[src/hdl/page_table_map_unmap_engine_top_defines.svh]
// Assertion macros for the page table map/unmap engine.
// Used by the top level only; needs clk and rst_n in the including scope.
`ifndef PAGE_TABLE_MAP_UNMAP_ENGINE_TOP_DEFINES_SVH
`define PAGE_TABLE_MAP_UNMAP_ENGINE_TOP_DEFINES_SVH

`ifndef SYNTHESIS
`define PTME_ASSERT_SAME(label, ante, cons) \
    label: assert property (@(posedge clk) disable iff (!rst_n) (ante) |-> (cons)) \
        else $error("ptme assertion failed");
`define PTME_ASSERT_NEXT(label, ante, cons) \
    label: assert property (@(posedge clk) disable iff (!rst_n) (ante) |=> (cons)) \
        else $error("ptme assertion failed");
`else
`define PTME_ASSERT_SAME(label, ante, cons)
`define PTME_ASSERT_NEXT(label, ante, cons)
`endif

`endif

[src/hdl/ptme_pkg.sv]
// Shared constants, types and helpers for the page table map/unmap engine.
// No dependencies; every module in the project imports it.
package ptme_pkg;

    localparam int TABLE_PAGES       = 64;
    localparam int ENTRIES_PER_TABLE = 512;
    localparam int SLICE_W           = $clog2(ENTRIES_PER_TABLE);
    localparam int PAGE_W            = $clog2(TABLE_PAGES);
    localparam int FREE_W            = $clog2(TABLE_PAGES + 1);
    localparam int ADDR_W            = PAGE_W + SLICE_W;
    localparam int STORE_DEPTH       = TABLE_PAGES * ENTRIES_PER_TABLE;

    localparam int VPN_W   = 44;
    localparam int FRAME_W = 40;
    localparam int PERM_W  = 3;
    localparam int PTE_W   = 64;
    localparam int LVL_W   = 3;
    localparam int CFG_IDX_W  = 1;
    localparam int CFG_DATA_W = 40;

    localparam int PTE_FRAME_LO = 12;
    localparam int PTE_FRAME_HI = PTE_FRAME_LO + FRAME_W - 1;

    localparam logic [CFG_IDX_W-1:0] CFG_FIVE_LEVEL = 1'b0;
    localparam logic [CFG_IDX_W-1:0] CFG_TABLE_BASE = 1'b1;

    localparam logic CMD_MAP   = 1'b0;
    localparam logic CMD_UNMAP = 1'b1;

    localparam int PERM_WRITE = 0;
    localparam int PERM_EXEC  = 1;
    localparam int PERM_USER  = 2;

    localparam logic [LVL_W-1:0] LVL_LEAF  = 3'd1;
    localparam logic [LVL_W-1:0] LVL_ABOVE = 3'd2;
    localparam logic [LVL_W-1:0] LVL_FOUR  = 3'd4;
    localparam logic [LVL_W-1:0] LVL_FIVE  = 3'd5;

    typedef enum logic [2:0] {
        ST_CLEAR,
        ST_IDLE,
        ST_READ,
        ST_CHECK,
        ST_FILL,
        ST_LINK,
        ST_LEAF,
        ST_ZAP
    } state_t;

    typedef struct packed {
        logic               five_level;
        logic [FRAME_W-1:0] table_base;
    } cfg_t;

    typedef struct packed {
        logic               sub;
        logic [FRAME_W-1:0] a;
        logic [FRAME_W-1:0] b;
    } alu_req_t;

    typedef struct packed {
        logic [FRAME_W-1:0] sum;
        logic               in_pool;
    } alu_rsp_t;

    typedef struct packed {
        logic              we;
        logic [ADDR_W-1:0] addr;
        logic [PTE_W-1:0]  wdata;
    } store_req_t;

    typedef struct packed {
        logic               busy;
        logic               done;
        logic               ok;
        logic [FRAME_W-1:0] old_frame;
    } ctrl_status_t;

    function automatic logic [SLICE_W-1:0] slice_idx(input logic [VPN_W-1:0] vpn,
                                                    input logic [LVL_W-1:0] lvl);
        logic [SLICE_W-1:0] idx;
        case (lvl)
            3'd1:    idx = vpn[8:0];
            3'd2:    idx = vpn[17:9];
            3'd3:    idx = vpn[26:18];
            3'd4:    idx = vpn[35:27];
            3'd5:    idx = {1'b0, vpn[43:36]};
            default: idx = '0;
        endcase
        return idx;
    endfunction

endpackage

[src/hdl/ptme_ctrl.sv]
// Walk sequencer: clearing pass, table walk, allocation, leaf update, result.
// Depends on ptme_pkg; drives ptme_store and ptme_alu.
module ptme_ctrl (
    input  logic                          clk,
    input  logic                          rst_n,
    input  ptme_pkg::cfg_t                cfg,
    input  logic                          start,
    input  logic                          cmd,
    input  logic [ptme_pkg::VPN_W-1:0]    vpn,
    input  logic [ptme_pkg::FRAME_W-1:0]  frame,
    input  logic [ptme_pkg::PERM_W-1:0]   perms,
    output ptme_pkg::store_req_t          store_req,
    input  logic [ptme_pkg::PTE_W-1:0]    store_rdata,
    output ptme_pkg::alu_req_t            alu_req,
    input  ptme_pkg::alu_rsp_t            alu_rsp,
    output ptme_pkg::ctrl_status_t        status
);
    import ptme_pkg::*;

    localparam logic [ADDR_W-1:0] SWEEP_LAST = ADDR_W'(STORE_DEPTH - 1);
    localparam logic [FREE_W:0]   FREE_LIMIT = (FREE_W + 1)'(TABLE_PAGES);

    state_t               state_reg, state_next;
    logic                 cmd_reg, cmd_next;
    logic [VPN_W-1:0]     vpn_reg, vpn_next;
    logic [FRAME_W-1:0]   frame_reg, frame_next;
    logic [PERM_W-1:0]    perms_reg, perms_next;
    logic [LVL_W-1:0]     lvl_reg, lvl_next;
    logic [PAGE_W-1:0]    page_reg, page_next;
    logic                 grow_reg, grow_next;
    logic [SLICE_W-1:0]   fill_reg, fill_next;
    logic [ADDR_W-1:0]    sweep_reg, sweep_next;
    logic [FREE_W-1:0]    free_reg, free_next;
    logic                 done_reg, done_next;
    logic                 ok_reg, ok_next;
    logic [FRAME_W-1:0]   old_frame_reg, old_frame_next;

    logic [ADDR_W-1:0]    slot_addr;
    logic [PAGE_W-1:0]    new_page;
    logic                 entry_zero;
    logic [FREE_W:0]      need_sum;
    logic [LVL_W-1:0]     lvl_down;
    logic [PTE_W-1:0]     leaf_pte;

    assign slot_addr  = {page_reg, slice_idx(vpn_reg, lvl_reg)};
    assign new_page   = free_reg[PAGE_W-1:0];
    assign entry_zero = (store_rdata == '0);
    assign lvl_down   = lvl_reg - 3'd1;
    assign need_sum   = {1'b0, free_reg} + (FREE_W + 1)'(lvl_down);
    assign leaf_pte   = {~perms_reg[PERM_EXEC], 11'b0, frame_reg, 9'b0,
                         perms_reg[PERM_USER], perms_reg[PERM_WRITE], 1'b1};

    always_ff @(posedge clk or negedge rst_n)
    begin
        if (!rst_n)
        begin
            state_reg <= ST_CLEAR;
            sweep_reg <= '0;
            fill_reg  <= '0;
            free_reg  <= FREE_W'(1);
            grow_reg  <= 1'b0;
            done_reg  <= 1'b0;
        end
        else
        begin
            state_reg <= state_next;
            sweep_reg <= sweep_next;
            fill_reg  <= fill_next;
            free_reg  <= free_next;
            grow_reg  <= grow_next;
            done_reg  <= done_next;
        end
    end

    always_ff @(posedge clk)
    begin
        cmd_reg       <= cmd_next;
        vpn_reg       <= vpn_next;
        frame_reg     <= frame_next;
        perms_reg     <= perms_next;
        lvl_reg       <= lvl_next;
        page_reg      <= page_next;
        ok_reg        <= ok_next;
        old_frame_reg <= old_frame_next;
    end

    always_comb
    begin
        state_next     = state_reg;
        cmd_next       = cmd_reg;
        vpn_next       = vpn_reg;
        frame_next     = frame_reg;
        perms_next     = perms_reg;
        lvl_next       = lvl_reg;
        page_next      = page_reg;
        grow_next      = grow_reg;
        fill_next      = fill_reg;
        sweep_next     = sweep_reg;
        free_next      = free_reg;
        done_next      = 1'b0;
        ok_next        = ok_reg;
        old_frame_next = old_frame_reg;

        store_req.we    = 1'b0;
        store_req.addr  = slot_addr;
        store_req.wdata = '0;

        alu_req.sub = 1'b1;
        alu_req.a   = store_rdata[PTE_FRAME_HI:PTE_FRAME_LO];
        alu_req.b   = cfg.table_base;

        case (state_reg)
            ST_CLEAR:
            begin
                store_req.we   = 1'b1;
                store_req.addr = sweep_reg;
                sweep_next     = sweep_reg + 1'b1;
                if (sweep_reg == SWEEP_LAST)
                begin
                    state_next = ST_IDLE;
                end
            end
            ST_IDLE:
            begin
                if (start)
                begin
                    cmd_next   = cmd;
                    vpn_next   = vpn;
                    frame_next = frame;
                    perms_next = perms;
                    lvl_next   = cfg.five_level ? LVL_FIVE : LVL_FOUR;
                    page_next  = '0;
                    grow_next  = 1'b0;
                    state_next = ST_READ;
                end
            end
            ST_READ:
            begin
                state_next = ST_CHECK;
            end
            ST_CHECK:
            begin
                if (lvl_reg == LVL_LEAF)
                begin
                    old_frame_next = store_rdata[PTE_FRAME_HI:PTE_FRAME_LO];
                    state_next     = ST_ZAP;
                end
                else if (entry_zero && cmd_reg == CMD_UNMAP)
                begin
                    ok_next        = 1'b1;
                    old_frame_next = '0;
                    done_next      = 1'b1;
                    state_next     = ST_IDLE;
                end
                else if (entry_zero && !grow_reg && need_sum > FREE_LIMIT)
                begin
                    ok_next        = 1'b0;
                    old_frame_next = '0;
                    done_next      = 1'b1;
                    state_next     = ST_IDLE;
                end
                else if (entry_zero)
                begin
                    grow_next  = 1'b1;
                    fill_next  = '0;
                    state_next = ST_FILL;
                end
                else if (!alu_rsp.in_pool && !grow_reg)
                begin
                    ok_next        = (cmd_reg == CMD_UNMAP);
                    old_frame_next = '0;
                    done_next      = 1'b1;
                    state_next     = ST_IDLE;
                end
                else
                begin
                    // keep the page on a broken link while building
                    if (alu_rsp.in_pool)
                    begin
                        page_next = alu_rsp.sum[PAGE_W-1:0];
                    end
                    lvl_next = lvl_down;
                    if (lvl_reg == LVL_ABOVE && cmd_reg == CMD_MAP)
                    begin
                        state_next = ST_LEAF;
                    end
                    else
                    begin
                        state_next = ST_READ;
                    end
                end
            end
            ST_FILL:
            begin
                store_req.we   = 1'b1;
                store_req.addr = {new_page, fill_reg};
                fill_next      = fill_reg + 1'b1;
                if (fill_reg == '1)
                begin
                    state_next = ST_LINK;
                end
            end
            ST_LINK:
            begin
                alu_req.sub     = 1'b0;
                alu_req.a       = cfg.table_base;
                alu_req.b       = FRAME_W'(new_page);
                store_req.we    = 1'b1;
                store_req.wdata = {12'b0, alu_rsp.sum, 9'b0, 3'b111};
                page_next       = new_page;
                free_next       = free_reg + 1'b1;
                lvl_next        = lvl_down;
                if (lvl_reg == LVL_ABOVE)
                begin
                    state_next = ST_LEAF;
                end
                else
                begin
                    state_next = ST_READ;
                end
            end
            ST_LEAF:
            begin
                store_req.we    = 1'b1;
                store_req.wdata = leaf_pte;
                ok_next         = 1'b1;
                old_frame_next  = '0;
                done_next       = 1'b1;
                state_next      = ST_IDLE;
            end
            ST_ZAP:
            begin
                store_req.we = 1'b1;
                ok_next      = 1'b1;
                done_next    = 1'b1;
                state_next   = ST_IDLE;
            end
            default:
            begin
                state_next = ST_IDLE;
            end
        endcase
    end

    assign status.busy      = (state_reg != ST_IDLE);
    assign status.done      = done_reg;
    assign status.ok        = ok_reg;
    assign status.old_frame = old_frame_reg;

endmodule

[config.mk]
export PLATFORM = sky130hd
export DESIGN_NAME = ptme_ctrl
export DESIGN_NICKNAME = d
export VERILOG_FILES = /design/src/hdl/page_table_map_unmap_engine_top_defines.svh /design/src/hdl/ptme_pkg.sv /design/src/hdl/ptme_ctrl.sv
export SDC_FILE = /design/constraint.sdc
export NUM_CORES = 1
export LEC_CHECK = 0
export BUFFER_PORTS_ARGS = -buffer_cell sky130_fd_sc_hd__buf_2
export CAP_MARGIN = 40
export CORE_AREA = 5 5 168 170
export DETAILED_ROUTE_END_ITERATION = 6
export DIE_AREA = 0 0 173 175
export HOLD_SLACK_MARGIN = 0.03
export SYNTH_ARGS = -nofsm -noshare
export SYNTH_HDL_FRONTEND = slang
export SYNTH_SLANG_ARGS = --single-unit
[constraint.sdc]
create_clock -name clk -period 14.05 [get_ports clk]
set_input_delay 0.7025 -clock clk [delete_from_list [all_inputs] [get_ports clk]]
set_output_delay 0.7025 -clock clk [all_outputs]
set_load 0.005 [all_outputs]
==> out/results.txt <==
Synth Area per Inst: 11.0 µm²
Largest net degree at the start of global routing: 87
Detailed Routing Iterations Pass 1: 5
Drt drc: 0
Num ports: 441
Top FF cell, synth: edfxtp_1
GRT Util Overall: 0.191
Core Util, Final: 0.442
Worst Max-Slew Pin Slew: 0.936 ns
Reg2reg path depth: 10
TNS Setup: 0 ns
Clk pwr share: 0.268
RSZ-0062 raised after global routing: false
Yosys top cell by area: edfxtp_1
Non-Filler Instances: 1,543
Via count: 7,558
Max-capacitance violation count: 0
Area delta synth->final: 35.9%
Share of post-route cells with drive strength above 1: 0.403
H-tree Lvls: 4
Final GP Congestion: 0.875
Yosys cell types: 56
Final Hold Vio Count: 0
Number of global-route vias before repair: 7,576
Delay-heaviest family, CP: compound AO/OA/AOI/OAI gates
CP arrival: 3.11 ns
FF-to-FF End: old_frame_reg[38]$_SDFFCE_PP0P_
CP Max Fanout: 10
Int Pwr: 1.22 mW
Clk buf depth: 2
Die area: 30,300 µm²
Worst Hold Class: input port to async pin
Count leader, synth: nand2_1
Max FFs per register: 44
CTS root buf: clkbuf_16
Final worst slack: 10.23 ns
Worst r2r src: lvl_reg[0]$_DFFE_PP_
Initial DRC Count: 572
FP Rows: 60
Period utilization: 0.272
Gate Count Post-Synth: 788
Commonest cells post-synth: nand2_1 (175), edfxtp_1 (138), a22o_1 (48), clkbuf_1 (46), and3_1 (41)
Tmin final: 3.82 ns
Slowest CP cell: or4_1
Die Width: 173 µm
Antenna-violating nets left: 0
Cell area after synthesis: 8640 µm²
Synth top area share: 0.480
Outcome: completed
Fmax: 262 MHz
Crit path buffers/inverters: 2
Grt total ovfl: 0
Max-slew violation count: 0
Flop pwr share: 0.441
CP max stage delay: 0.54 ns
First-pass GRT wire length: 45,100 µm
Seq/Total Area, Yosys: 0.584
Setup CP Type: flop to output pin
Placed Cells incl. Taps: 1,509
PD cells: 160 nW/µm²
Nets: 1,437
Startpoint types: flop
P_leak: 5.42 nW
Postcts setup bufs: 0
Relative max-transition margin: 0.375
Required time worst endpoint: 13.35 ns
EDFF count, synth: 138
HPWL Detailed: 23,600 µm
Hold-fix buffers at CTS: 0
Setup WS pre-CTS: 10.37 ns
CTS Buf Count: 17
Clk Latency, worst-skew pair: 0.43 ns
Resized cells post-CTS: 0
CP cell instances: inv_1 > ha_1 > and2_1 > or4_1 > o21ai_1 > a31oi_1 > a221o_1 > buf_2
Synth top area cells: edfxtp_1 (48%), dfrtp_1 (10%), nand2_1 (7.6%)
Logic pwr share: 0.290
Ys Warns: 0
Worst hold slack: 0.158 ns
CTS clock-pin slew for the worst setup and hold paths: 0.08 ns
Worst Setup End Kind: output pin
Asr flop ratio synth: 0.207
R2R Setup Slk: 10.35 ns
Peak supply drop: 0.108 mV
Clock skew: 0.0158 ns
Routed len/inst: 19.6 µm
Routed vias/inst: 4.90
PortBufs: 420
# setup viols final: 0
Initial core utilization: 0.325
Sw Pwr: 0.656 mW
Net Sw Frac: 0.350
Total core area: 26,600 µm²
CTS tree: done
Synthesized flop and latch total: 174
Drt total wl: 30,300 µm
Clk sink count: 174
Die H: 175 µm
Initial antenna violation count: 3
## final cells by class
| cell class | count | area (µm²) |
|---|---|---|
| flip-flops and latches | 174 | 5050 |
| well taps | 341 | 427 |
| fillers | 2573 | 14800 |
| clock buffers | 17 | 425 |
| multi-input cells | 553 | 3320 |
| clock inverters | 15 | 213 |
| repair buffers | 434 | 2280 |
| inverters | 7 | 26.3 |
| diodes | 2 | 5.00 |
## power groups by stage
| stage | logic (mW) | clock network [mW] | registers (mW) |
|---|---|---|---|
| after global routing | 0.606 | 0.540 | 0.844 |
| final | 0.545 | 0.504 | 0.828 |
| after CTS | 0.553 | 0.517 | 0.829 |
| after floorplan | 0.309 | 0 | 0.819 |
| after detailed placement | 0.552 | 0 | 0.838 |
| after global placement | 0.532 | 0 | 0.838 |
## stage by stage
| step | area, µm² | total power [mW] |
|---|---|---|
| detailed placement | 11100 | 1.39 |
| finish | 11700 | 1.88 |
| CTS | 11700 | 1.90 |
| global route | 11700 | 1.99 |
| global placement | 11000 | 1.37 |
| floorplan | 8710 | 1.13 |
## worst max path at each step
stage / start / to / slack (ns) / depth (start not counted)
after floorplan: state_reg[1]$_DFFE_PN0P_ / cmd_reg$_DFFE_PP_ / 8.90 / 4
after global placement: store_rdata[35] / old_frame_reg[36]$_SDFFCE_PP0P_ / 10.44 / 7
after detailed placement: lvl_reg[0]$_DFFE_PP_ / old_frame_reg[36]$_SDFFCE_PP0P_ / 10.37 / 10
after CTS: lvl_reg[0]$_DFFE_PP_ / store_req[71] / 10.25 / 8
after global routing: lvl_reg[0]$_DFFE_PP_ / store_req[65] / 10.11 / 8
final: lvl_reg[0]$_DFFE_PP_ / store_req[71] / 10.23 / 8
## layer usage
| layer | part of all wire | up-vias | GRT usage |
|---|---|---|---|
| met1 | 0.41 | 3576 | 0.244 |
| met2 | 0.50 | 339 | 0.325 |
| li1 | - | 3622 | - |
| met4 | 0.012 | 0 | 0.0422 |
| met5 | 0 | - | 0 |
| met3 | 0.077 | 21 | 0.0530 |
## cell families (layout without fill, tap and decap cells)
group                      Yosys count  after routing  synth area share
and+or+nand+nor                    362            362             0.206
DFF                                174            174             0.584
AOI/OAI and AO/OA                  126            126             0.112
buffers and inverters               80            473            0.0445
xor gates and xnor gates            26             26            0.0264
adders and majority gates           13             13            0.0197
muxes                                6              6           0.00710
other                                1             22          0.000434
## worst register-to-register path: stages, from the launching register on
cell	delay, ns
edfxtp_1	0.44
inv_1	0.16
ha_1	0.27
inv_1	0.11
fa_1	0.43
or2_1	0.25
a2111oi_0	0.41
nor3b_1	0.24
a2111oi_4	0.73
a21oi_4	0.02
buf_4	0.31
## cell usage in the layout, fill, tap and decap left out, types with 15 or more instances in the layout
cell,synthesis,final
nand2_1,175,175
conb_1,1,20
nand4_1,15,15
and2_1,39,38
a22o_1,48,48
a22oi_1,16,16
and3_1,41,41
edfxtp_1,138,138
xnor2_1,17,17
dfrtp_1,35,35
clkbuf_16,0,17
buf_2,1,420
nor4_1,19,19
nor2_1,30,28
No activity file was read; power rests on OpenSTA's default activity.
