$ cat src/hdl/page_table_map_unmap_engine_top_defines.svh
// Assertion macros for the page table map/unmap engine.
// Used by the top level only; needs clk and rst_n in the including scope.
`ifndef PAGE_TABLE_MAP_UNMAP_ENGINE_TOP_DEFINES_SVH
`define PAGE_TABLE_MAP_UNMAP_ENGINE_TOP_DEFINES_SVH

`ifndef SYNTHESIS
`define PTME_ASSERT_SAME(label, ante, cons) \
    label: assert property (@(posedge clk) disable iff (!rst_n) (ante) |-> (cons)) \
        else $error("ptme assertion failed");
`define PTME_ASSERT_NEXT(label, ante, cons) \
    label: assert property (@(posedge clk) disable iff (!rst_n) (ante) |=> (cons)) \
        else $error("ptme assertion failed");
`else
`define PTME_ASSERT_SAME(label, ante, cons)
`define PTME_ASSERT_NEXT(label, ante, cons)
`endif

`endif

$ cat src/hdl/ptme_pkg.sv
// Shared constants, types and helpers for the page table map/unmap engine.
// No dependencies; every module in the project imports it.
package ptme_pkg;

    localparam int TABLE_PAGES       = 64;
    localparam int ENTRIES_PER_TABLE = 512;
    localparam int SLICE_W           = $clog2(ENTRIES_PER_TABLE);
    localparam int PAGE_W            = $clog2(TABLE_PAGES);
    localparam int FREE_W            = $clog2(TABLE_PAGES + 1);
    localparam int ADDR_W            = PAGE_W + SLICE_W;
    localparam int STORE_DEPTH       = TABLE_PAGES * ENTRIES_PER_TABLE;

    localparam int VPN_W   = 44;
    localparam int FRAME_W = 40;
    localparam int PERM_W  = 3;
    localparam int PTE_W   = 64;
    localparam int LVL_W   = 3;
    localparam int CFG_IDX_W  = 1;
    localparam int CFG_DATA_W = 40;

    localparam int PTE_FRAME_LO = 12;
    localparam int PTE_FRAME_HI = PTE_FRAME_LO + FRAME_W - 1;

    localparam logic [CFG_IDX_W-1:0] CFG_FIVE_LEVEL = 1'b0;
    localparam logic [CFG_IDX_W-1:0] CFG_TABLE_BASE = 1'b1;

    localparam logic CMD_MAP   = 1'b0;
    localparam logic CMD_UNMAP = 1'b1;

    localparam int PERM_WRITE = 0;
    localparam int PERM_EXEC  = 1;
    localparam int PERM_USER  = 2;

    localparam logic [LVL_W-1:0] LVL_LEAF  = 3'd1;
    localparam logic [LVL_W-1:0] LVL_ABOVE = 3'd2;
    localparam logic [LVL_W-1:0] LVL_FOUR  = 3'd4;
    localparam logic [LVL_W-1:0] LVL_FIVE  = 3'd5;

    typedef enum logic [2:0] {
        ST_CLEAR,
        ST_IDLE,
        ST_READ,
        ST_CHECK,
        ST_FILL,
        ST_LINK,
        ST_LEAF,
        ST_ZAP
    } state_t;

    typedef struct packed {
        logic               five_level;
        logic [FRAME_W-1:0] table_base;
    } cfg_t;

    typedef struct packed {
        logic               sub;
        logic [FRAME_W-1:0] a;
        logic [FRAME_W-1:0] b;
    } alu_req_t;

    typedef struct packed {
        logic [FRAME_W-1:0] sum;
        logic               in_pool;
    } alu_rsp_t;

    typedef struct packed {
        logic              we;
        logic [ADDR_W-1:0] addr;
        logic [PTE_W-1:0]  wdata;
    } store_req_t;

    typedef struct packed {
        logic               busy;
        logic               done;
        logic               ok;
        logic [FRAME_W-1:0] old_frame;
    } ctrl_status_t;

    function automatic logic [SLICE_W-1:0] slice_idx(input logic [VPN_W-1:0] vpn,
                                                    input logic [LVL_W-1:0] lvl);
        logic [SLICE_W-1:0] idx;
        case (lvl)
            3'd1:    idx = vpn[8:0];
            3'd2:    idx = vpn[17:9];
            3'd3:    idx = vpn[26:18];
            3'd4:    idx = vpn[35:27];
            3'd5:    idx = {1'b0, vpn[43:36]};
            default: idx = '0;
        endcase
        return idx;
    endfunction

endpackage

$ cat src/hdl/ptme_alu.sv
// Shared frame adder: link frame build and pool offset with range check.
// Depends on ptme_pkg.
module ptme_alu (
    input  ptme_pkg::alu_req_t req,
    output ptme_pkg::alu_rsp_t rsp
);
    import ptme_pkg::*;

    localparam logic [FRAME_W-1:0] POOL_LIMIT = FRAME_W'(TABLE_PAGES);

    logic [FRAME_W-1:0] sum;

    always_comb
    begin
        if (req.sub)
        begin
            sum = req.a - req.b;
        end
        else
        begin
            sum = req.a + req.b;
        end
        rsp.sum     = sum;
        rsp.in_pool = (sum < POOL_LIMIT);
    end

endmodule

$ cat config.mk
export PLATFORM = sky130hd
export DESIGN_NAME = ptme_alu
export DESIGN_NICKNAME = d
export VERILOG_FILES = /design/src/hdl/page_table_map_unmap_engine_top_defines.svh /design/src/hdl/ptme_pkg.sv /design/src/hdl/ptme_alu.sv
export SDC_FILE = /design/constraint.sdc
export NUM_CORES = 1
export LEC_CHECK = 0
export BUFFER_PORTS_ARGS = -buffer_cell sky130_fd_sc_hd__buf_2
export CELL_PAD_IN_SITES_DETAIL_PLACEMENT = 2
export CELL_PAD_IN_SITES_GLOBAL_PLACEMENT = 2
export CORE_UTILIZATION = 25
export DETAILED_ROUTE_END_ITERATION = 7
export PLACE_DENSITY_LB_ADDON = 0.1
export SLEW_MARGIN = 5
export SYNTH_ARGS = -nofsm -noshare
export SYNTH_HDL_FRONTEND = slang
export SYNTH_SLANG_ARGS = --single-unit
export TNS_END_PERCENT = 50
$ cat constraint.sdc
create_clock -name vclk -period 6.54
set_input_delay 1.308 -clock vclk [all_inputs]
set_output_delay 1.308 -clock vclk [all_outputs]
set_load 0.1 [all_outputs]
==> impl_results.md, run 1 <==
- Cells after synthesis: 527
- Die H: 121 microns
- CTS Hold Bufs: 0
- Distinct cells, synth: 65
- Xor/xnor share of the synthesized area: 18.6%
- Synth Area in Simple Gates: 28.9%
- Status: aborted with a tool error
- Worst EP Category: output port
- Seq/Total Area, Yosys: 0%
- Mapped Area: 3520 sq um
- First Err: [ERROR DPL-0033] detailed placement checks failed during check placement.
- Ports: 122
- RePlAce Congestion: 0.924
- Syn Nets: 649
- Post-Syn Area per Cell: 6.69 sq um
- I/O Buffers: 122
- Complex-gate fraction of the synthesized area: 31.0%
- Largest net degree at the start of global routing: 15
- Pre-CTS setup slack: -1.54 ns
- Post-GRT worst EP: rsp[0]
- Effective utilization at floorplan: 25.5%
- Adder-Cell Fraction of Synth Area: 14.8%
- Initial antenna violation count: 2
- Fail Step: 5_1_grt
- Mux contribution to synthesized area: 1.49%
- Area after DPL: 6700 sq um
- Die width: 121 microns
- # rows: 43
- Post-DP HPWL: 21100 microns
- Synth warn: 0
- Main combinational cell family by area after synthesis: compound AO/OA/AOI/OAI gates
[synth_stat cells (all sizes together) (2+ instances only)]
cell type / number / area [sq um]
xnor2: 61 / 534
nor2: 60 / 225
a21oi: 57 / 289
ha: 40 / 500
nand2: 37 / 139
o21ai: 29 / 145
nor3: 20 / 100
clkbuf: 19 / 81.3
inv: 18 / 67.6
a21o: 16 / 120
nand4: 16 / 100
xor2: 14 / 123
a31oi: 10 / 62.6
nor4: 9 / 62.6
or4: 9 / 71.3
o21a: 8 / 60.1
or3: 8 / 51.3
nand2b: 7 / 43.8
nand3: 7 / 35.0
o21bai: 7 / 52.6
a211o: 6 / 52.6
buf: 6 / 32.5
and2: 5 / 31.3
o31a: 5 / 46.3
a211oi: 4 / 30.0
nor2b: 4 / 32.5
o211ai: 4 / 35.0
or2: 4 / 25.0
and4: 3 / 26.3
mux2i: 3 / 30.0
nor3b: 3 / 22.5
a21boi: 2 / 26.3
a221oi: 2 / 17.5
a311oi: 2 / 23.8
a41oi: 2 / 36.3
and3: 2 / 17.5
mux2: 2 / 22.5
o221ai: 2 / 17.5
o22a: 2 / 17.5
o31ai: 2 / 15.0
[cell families after synthesis]
kind of cell / count (synthesis)
AO/OA/AOI/OAI: 165
AND/OR/NAND/NOR: 198
multiplexers: 5
adder cells (fa/ha/maj): 41
XOR/XNOR: 75
buffers and inverters: 43
[per-stage QoR]
stage	util, %	TNS, ns	hold WS [ns]	cells
2_1_floorplan	-	-3.84	3.07	527
3_3_place_gp	48.4	-3.51	3.16	1040
3_5_place_dp	48.4	-8.21	3.18	1040
4_1_cts	52.9	-4.31	3.18	1070
[timing repair]
| action | CTS |
|---|---|
| setup endpoints to repair | 19 |
| pin swaps | 49 |
| setup buffers | 30 |
| gates resized for setup | 75 |
==> run 2, diff against run 1 <==
--- a/config.mk
+++ b/config.mk
@@ -6,11 +6,9 @@
 export NUM_CORES = 1
 export LEC_CHECK = 0
 export BUFFER_PORTS_ARGS = -buffer_cell sky130_fd_sc_hd__buf_2
-export CELL_PAD_IN_SITES_DETAIL_PLACEMENT = 2
-export CELL_PAD_IN_SITES_GLOBAL_PLACEMENT = 2
-export CORE_UTILIZATION = 25
+export CORE_UTILIZATION = 30
 export DETAILED_ROUTE_END_ITERATION = 7
-export PLACE_DENSITY_LB_ADDON = 0.1
+export PLACE_DENSITY_LB_ADDON = 0.15
 export SLEW_MARGIN = 5
 export SYNTH_ARGS = -nofsm -noshare
 export SYNTH_HDL_FRONTEND = slang
==> constraint.sdc (replaced) <==
create_clock -name vclk -period 8.5
set_input_delay 1.7 -clock vclk [all_inputs]
set_output_delay 1.7 -clock vclk [all_outputs]
set_load 0.1 [all_outputs]
==> run 2 against run 1 <==
Effect of this change: the flow now finishes without violations; synthesized area unchanged; synthesized cell count is the same.
==> impl_results.md, run 2 <==
- Critical Path Sink Type: output pin
- # rows: 39
- Finish-stage setup viols: 0
- Mapped Area: 3520 sq um
- Core box area: 11400 sq um
- GRT overflow: 0
- Syn Nets: 649
- Post-Syn Area per Cell: 6.69 sq um
- Fin. Hold Viols: 0
- PwrDens: 217 nW/um^2
- Final ANT Viol Nets: 0
- Diode count: 0
- RePlAce Congestion: 0.915
- Commonest non-fill, non-tap cells in the layout: buf_2, nor2_1, a21oi_1, xnor2_1, ha_1
- Fill count: 1239
- CP Class: primary input to output pin
- Layout area overhead: 36.6%
- Detailed Route WL: 13000 microns
- Remaining routing DRC violations: 0
- Multi-input logic area: 3650 sq um
- Die Footprint: 12200 sq um
- Yosys top cell by area: xnor2_1
- Status: finished, final reports clean
- Post-synth top area share: 15.2%
- HP Class: primary input to output pin
- Worst setup path end: rsp[0]
- Worst-path fanout max: 6
- Vias in the first global route: 3952
- Total negative slack: 0 ns
- Detailed-route via count: 4382
- Initial drt markers: 310
- First-pass GRT wire length: 19800 microns
- CTS Hold Bufs: 0
- Register area: 0 sq um
- Slew @ Worst Pin: 0.624 ns
- Sequential cells: 0
- Fmax achieved: 0.121 GHz
- Max-slew violations: 0
- Most frequent cell after synthesis: xnor2_1
- Initial antenna violation count: 0
- RSZ-0062 raised after global routing: no
- Crit-path cells: buf_2, or4_4, or3_4, nor2b_4, nand2_2, nor3_2, nor2_1, xnor2_1, ha_1, buf_4, a211o_1, a21oi_2, o21a_1, o21ai_1, or4_4, nand2_4, xnor2_4, a211o_1, or4_4, nor4_4, buf_12
- Area contributors post-synth: xnor2_1, ha_1, a21oi_1
- Number of max-cap violations: 0
- Hold Path Stages: 5
- Final min period: 8.25 ns
- I/O Buffers: 122
- Post-DP HPWL: 11500 microns
- Most used cell, CP: or4_4
- Ports: 122
- First-pass DRT Iterations: 5
- Hold slack: 3.97 ns
- Crit path from: req[9]
- P_leak: 2.13 nW
- Largest net degree at the start of global routing: 28
- Die H: 110 microns
- NumNets Final: 783
- Vias/cell: 5.46
- Crit path arrival time: 6.55 ns
- Pre-CTS setup slack: 0.0290 ns
- Slowest Stage Delay on Critical Path: 0.54 ns
- CP max stage cell: or4_4
- Fraction of layout cells with a size suffix above 1: 31.7%
- Final WS setup: 0.246 ns
- Most common cell after layout, fill and taps aside: buf_2
- Cells after synthesis: 527
- Seq/Total Area, Yosys: 0%
- CLK BUF: 0
- Max VDD drop: 0.000209 V
- Post-DR wirelength/cell: 16.2 microns
- Synth warn: 0
- Die width: 110 microns
- Startpoint Class: primary input
- Effective utilization at floorplan: 30.9%
- Worst path required time: 6.80 ns
- Final worst path period share: 97.1%
- Distinct cells, synth: 65
- GRT Util Overall: 20.8%
- Worst slew margin: 58.0%
- Leading cell types by count after synthesis: xnor2_1, nor2_1, a21oi_1
[run 2: cell counts after synthesis]
Identical to the previous run, type by type.
[run 2: repair_timing]
action | in CTS | in global routing
resized for setup | 0 | 18
setup endpoints to repair | 0 | 1
buffers inserted | 0 | 1
[run 2: cell type report]
class,count,area share (%)
repair buffers,157,19.1
inverters,18,1.40
multi-input cells,484,75.8
well taps,143,3.72
[run 2: kinds of logic (layout without fill, tap and decap cells)]
family | Yosys count | in the layout | synth area share [%]
compound gates | 165 | 165 | 31.0
xor+xnor | 75 | 75 | 18.6
fa+ha+maj | 41 | 41 | 14.8
buf+inv | 43 | 175 | 5.15
mux | 5 | 5 | 1.49
simple gates | 198 | 198 | 28.9
[run 2: where the power goes]
part | internal [mW] | switching, mW | leakage (nW)
logic | 0.274 | 0.770 | 2.13
clock network | 0 | 0 | 0
registers | 0 | 0 | 0
[run 2: worst min-delay path by stage]
| stage | from | slack [ns] | endpoint |
|---|---|---|---|
| 2_1_floorplan | req[0] | 3.86 | rsp[1] |
| 3_3_place_gp | req[40] | 3.95 | rsp[1] |
| 3_5_place_dp | req[40] | 3.97 | rsp[1] |
| 4_1_cts | req[40] | 3.98 | rsp[1] |
| 5_1_grt | req[40] | 4.02 | rsp[1] |
| 6_report | req[40] | 3.97 | rsp[1] |
[run 2: critical path, delay by kind of cell]
family          cells  cell delay (ns)
buf+inv             3             0.48
simple gates       10             2.82
xor+xnor            2             0.35
compound gates      5             0.88
fa+ha+maj           1             0.30
[run 2: layer usage]
layer	track usage, %	routed length, microns	vias up
met1	31.8	6190	1998
met2	33.2	5740	169
li1	-	-	2209
met5	0	0	-
met4	1.03	60	0
met3	1.29	1040	6
[run 2: through the flow]
| step | power [mW] | util, % | instance area (sq um) | instances |
|---|---|---|---|---|
| final | 1.04 | 42.2 | 4810 | 802 |
| after global routing | 1.10 | 42.2 | 4810 | 802 |
| after CTS | 1.04 | 41.4 | 4730 | 801 |
| after detailed placement | 1.04 | 41.4 | 4730 | 801 |
| after global placement | 1.04 | 41.4 | 4730 | 801 |
| after floorplan | 0.820 | - | 3770 | 527 |
(Power assumes the default switching activity.)
==> run 3, diff against run 2 <==
--- a/config.mk
+++ b/config.mk
@@ -6,6 +6,7 @@
 export NUM_CORES = 1
 export LEC_CHECK = 0
 export BUFFER_PORTS_ARGS = -buffer_cell sky130_fd_sc_hd__buf_2
+export CORE_ASPECT_RATIO = 0.5
 export CORE_UTILIZATION = 30
 export DETAILED_ROUTE_END_ITERATION = 7
 export PLACE_DENSITY_LB_ADDON = 0.15
==> run 3 against run 2 <==
Effect of this change: global-route usage decreased by 1.3 points; non-clock buffer count decreased by 10; hold slack got worse by 0.012 ns; first-iteration DRC count decreased by 46%; combinational power about the same; final area decreased by 2.1%; final cell count increased by 0.75%; critical path depth unchanged; maximum frequency increased by 0.56%; sequential share of layout area unchanged; flip-flop and latch count unchanged; routed wire length decreased by 4.2%.
==> impl_results.md, run 3 (synthesized netlist as in run 2, its figures left out) <==
- Status: finished, final reports clean
- Post-DR wirelength/cell: 15.4 microns
- Detailed-route via count: 4314
- Max VDD drop: 0.000194 V
- Pre-CTS setup slack: -0.00291 ns
- Most common cell after layout, fill and taps aside: buf_2
- Total negative slack: 0 ns
- Initial antenna violation count: 2
- Fraction of layout cells with a size suffix above 1: 30.4%
- Die width: 155 microns
- Worst slew margin: 62.0%
- Final worst path period share: 96.6%
- Diode count: 0
- Largest net degree at the start of global routing: 30
- # rows: 27
- First-pass DRT Iterations: 5
- CLK BUF: 0
- GRT Util Overall: 19.6%
- Post-layout util: 42.0%
- Worst path bufs/invs: 2
- Hold slack: 3.95 ns
- Number of max-cap violations: 0
- Crit-path cells: buf_2, or4_1, or3_4, nor2b_4, nand2_2, nor3_4, nand2_1, nor2_1, nor2_1, xnor2_1, ha_1, a21o_1, o21bai_1, or2_2, o22a_1, nand2_4, xnor2_4, a211o_1, or4_4, nor4_4, buf_12
- GRT overflow: 0
- Core box area: 11200 sq um
- Sequential cells: 0
- Max-slew violations: 0
- Crit path arrival time: 6.51 ns
- Die H: 78.6 microns
- Worst path required time: 6.80 ns
- Slowest Stage Delay on Critical Path: 0.55 ns
- PwrDens: 214 nW/um^2
- HP Class: primary input to output pin
- Layout area overhead: 33.8%
- Initial drt markers: 168
- Detailed Route WL: 12500 microns
- Fmax achieved: 0.122 GHz
- Critical Path Sink Type: output pin
- Ports: 122
- Slew @ Worst Pin: 0.565 ns
- I/O Buffers: 122
- NumNets Final: 773
- Die Footprint: 12200 sq um
- CP max stage cell: or4_4
- Vias/cell: 5.34
- CP Class: primary input to output pin
- P_leak: 2.07 nW
- Setup Fix Bufs, Post-CTS: 0
- Remaining routing DRC violations: 0
- Most used cell, CP: nor2_1
- First-pass GRT wire length: 19600 microns
- Fin. Hold Viols: 0
- Vias in the first global route: 3963
- Final min period: 8.21 ns
- Worst-path fanout max: 6
- Register area: 0 sq um
- Final WS setup: 0.293 ns
- Commonest non-fill, non-tap cells in the layout: buf_2, nor2_1, xnor2_1
- Fill count: 1222
- Final ANT Viol Nets: 0
- Post-DP HPWL: 10900 microns
- RePlAce Congestion: 0.865
- Finish-stage setup viols: 0
- Startpoint Class: primary input
- Effective utilization at floorplan: 31.4%
- Top Family by Delay on Critical Path: simple AND/OR/NAND/NOR gates
-- run 3: cell types whose count changed in the layout (fill, tap and decap cells not counted), sizes merged --
cell / delta
buf: -10
-- run 3: path summary, 6_finish.rpt --
path              startpoint  slack, ns  cells after the start      to
hold / removal       req[40]       3.95                      5  rsp[1]
setup / recovery      req[9]       0.29                     21  rsp[0]
-- run 3: final cells by class --
class	instances	area (sq um)	share of cell area [%]
inverter	18	67.6	1.43
multi-input combinational	484	3630	77.1
tap	159	199	4.22
timing repair buffer	147	813	17.3
-- run 3: metrics by stage --
| stage | instances | area (sq um) | total power [mW] |
|---|---|---|---|
| 6_report | 808 | 4710 | 1.01 |
| 5_1_grt | 808 | 4710 | 1.06 |
| 4_1_cts | 808 | 4650 | 1.01 |
| 3_5_place_dp | 808 | 4650 | 1.00 |
| 3_3_place_gp | 808 | 4650 | 1.00 |
| 2_1_floorplan | 527 | 3770 | 0.820 |
-- run 3: per-layer routing --
metal / GRT usage [%] / up-vias / part of all wire (%)
met2: 32.5 / 120 / 44
met1: 27.8 / 2001 / 49
li1: - / 2183 / -
met5: 0 / - / 0.10
met4: 1.27 / 2 / 0.56
met3: 2.60 / 8 / 6.0
-- run 3: power breakdown --
part | internal [mW] | leakage [nW] | switching [mW] | total (mW)
sequential | 0 | 0 | 0 | 0
combinational | 0.252 | 2.07 | 0.758 | 1.01
clock | 0 | 0 | 0 | 0
-- run 3: timing repair --
action,4_1_cts,5_1_grt
endpoints found under the hold margin,0,0
gates resized for setup,1,15
endpoints found under the setup margin,1,1
hold buffers,0,0
==> run 4, diff against run 3 <==
--- a/config.mk
+++ b/config.mk
@@ -5,6 +5,7 @@
 export SDC_FILE = /design/constraint.sdc
 export NUM_CORES = 1
 export LEC_CHECK = 0
+export ABC_AREA = 1
 export BUFFER_PORTS_ARGS = -buffer_cell sky130_fd_sc_hd__buf_2
 export CORE_ASPECT_RATIO = 0.5
 export CORE_UTILIZATION = 30
==> run 4 against run 3 <==
Effect of this change: flip-flop and latch count did not move; critical endpoint unchanged; hold slack got worse by 0.030 ns; count of clock-buffer cells in the layout did not move; synthesized area rose by 29%; final cell count rose by 56%.
==> impl_results.md, run 4 <==
- Initial antenna violation count: 0
- Leading cell types by count after synthesis: nand2_1, inv_1, nor2_1
- NumNets Final: 1186
- Area after DPL: 5400 sq um
- Core box area: 14700 sq um
- Detailed Route WL: 18200 microns
- Post-Syn Area per Cell: 4.83 sq um
- Crit path from: req[1]
- Worst-path fanout max: 5
- Hold Startpoint: req[0]
- Largest net degree at the start of global routing: 24
- Post-DR wirelength/cell: 14.5 microns
- GRT overflow: 0
- Most frequent cell after synthesis: nand2_1
- PwrDens: 167 nW/um^2
- Effective utilization at floorplan: 31.1%
- Finish-stage setup viols: 0
- Hold Path Stages: 4
- Die width: 176 microns
- Status: finished, final reports clean
- Initial drt markers: 564
- Max VDD drop: 0.0000789 V
- Most used cell, CP: nand2_1
- Slew @ Worst Pin: 0.649 ns
- Internal: 0.184 mW
- Post-route cell area: 5400 sq um
- Resized Gates After CTS: 0
- Sw Ratio: 79.6%
- Mux contribution to synthesized area: 0%
- Final min period: 7.36 ns
- Synth warn: 0
- Seq/Total Area, Yosys: 0%
- Startpoint Class: primary input
- Vias in the first global route: 5171
- Remaining routing DRC violations: 0
- Yosys top cell by area: nand2_1
- Fin. Hold Viols: 0
- Commonest non-fill, non-tap cells in the layout: nand2_1, inv_1, buf_2
- Slowest Stage Delay on Critical Path: 0.47 ns
- Total negative slack: 0 ns
- First-pass GRT wire length: 27700 microns
- Final ANT Viol Nets: 0
- Setup Fix Bufs, Post-CTS: 0
- Part of the power in the clock network: 0%
- P_leak: 3.35 nW
- Die H: 89.2 microns
- Crit path arrival time: 5.66 ns
- Critical Path Sink Type: output pin
- Post-DP HPWL: 16700 microns
- Sequential power share: 0%
- Worst slew margin: 56.7%
- I/O Buffers: 122
- Ports: 122
- CP max stage cell: ha_1
- Mapped Area: 4560 sq um
- Hold EP: rsp[1]
- Post-synth top area share: 27.2%
- Area contributors post-synth: nand2_1, inv_1, ha_1
- RSZ-0062 raised after global routing: no
- RePlAce Congestion: 0.892
- First-pass DRT Iterations: 6
- Die Footprint: 15700 sq um
- Number of max-cap violations: 0
- Fill count: 1795
- Complex-gate fraction of the synthesized area: 7.60%
- Final worst path period share: 86.5%
- Most common cell after layout, fill and taps aside: nand2_1
- Layout area overhead: 18.5%
- Cells after synthesis: 944
- Worst path required time: 6.80 ns
- Main combinational cell family by area after synthesis: simple AND/OR/NAND/NOR gates
- Detailed-route via count: 5954
- Fmax achieved: 0.136 GHz
- GRT Util Overall: 22.9%
- Fraction of layout cells with a size suffix above 1: 15.5%
- Syn Nets: 1066
- CTS Hold Bufs: 0
- Register area: 0 sq um
- Max-slew violations: 0
- Vias/cell: 4.73
- P_sw: 0.719 mW
- Gate power share: 100.0%
- Post-layout util: 36.9%
- Sequential cells: 0
- CP Class: primary input to output pin
- HP Class: primary input to output pin
- Synth Area in Simple Gates: 53.9%
- # rows: 31
- Diode count: 0
- CLK BUF: 0
- Adder-Cell Fraction of Synth Area: 11.4%
- Xor/xnor share of the synthesized area: 8.45%
- Distinct cells, synth: 32
==> run 4: cell count changes in the layout (fill, tap and decap cells not counted), moves of 15 or more <==
cell / change
buf_4: -25
a21o_1: -15
nand2_1: +296
xnor2_1: -42
inv_1: +195
nor2_1: +32
nand3_1: +52
xor2_1: +21
a21oi_1: -17
==> run 4: how the worst max path moves through the flow <==
stage | endpoint | slack (ns) | cells past startpoint
final | rsp[0] | 1.14 | 29
after global routing | rsp[0] | 0.73 | 29
after CTS | rsp[0] | 1.17 | 29
after detailed placement | rsp[0] | 1.19 | 29
after global placement | rsp[0] | 1.15 | 29
after floorplan | rsp[0] | 1.08 | 24
==> run 4: power by group through the flow <==
stage | Sequential (mW) | Combinational [mW] | Clock (mW)
finish | 0 | 0.904 | 0
global route | 0 | 0.969 | 0
CTS | 0 | 0.896 | 0
detailed placement | 0 | 0.894 | 0
global placement | 0 | 0.895 | 0
floorplan | 0 | 0.702 | 0
==> run 4: layout make-up <==
type / count / area, sq um / share of cell area, %
inverters: 223 / 837 / 15.5
multi-input cells: 717 / 3710 / 68.6
well taps: 198 / 248 / 4.58
repair buffers: 122 / 611 / 11.3
==> run 4: cells by family after synthesis <==
group | after synthesis
AO/OA/AOI/OAI | 63
XOR/XNOR | 44
adder cells (fa/ha/maj) | 41
buffers and inverters | 227
AND/OR/NAND/NOR | 569
==> run 4: per-stage QoR <==
stage	power, mW	instances	worst slack [ns]	hold WS [ns]
after floorplan	0.702	944	1.08	3.86
after global placement	0.895	1260	1.15	3.92
after detailed placement	0.894	1260	1.19	3.93
after CTS	0.896	1260	1.17	3.93
after global routing	0.969	1260	0.733	3.94
final	0.904	1260	1.14	3.92
==> run 4: layer usage <==
layer,track usage (%),up-vias,part of all wire [%]
met2,31.5,200,35
met1,38.6,2633,57
li1,-,3117,-
met5,0,-,0
met3,1.91,4,7.6
met4,0,0,0.033
==> run 4: critical path: cells and delay by family <==
| kind | cells | cell delay [ns] |
|---|---|---|
| AOI/OAI and AO/OA | 1 | 0.08 |
| adders and majority gates | 2 | 0.68 |
| buffers and inverters | 5 | 0.74 |
| and+or+nand+nor | 20 | 2.26 |
| xor gates and xnor gates | 1 | 0.18 |
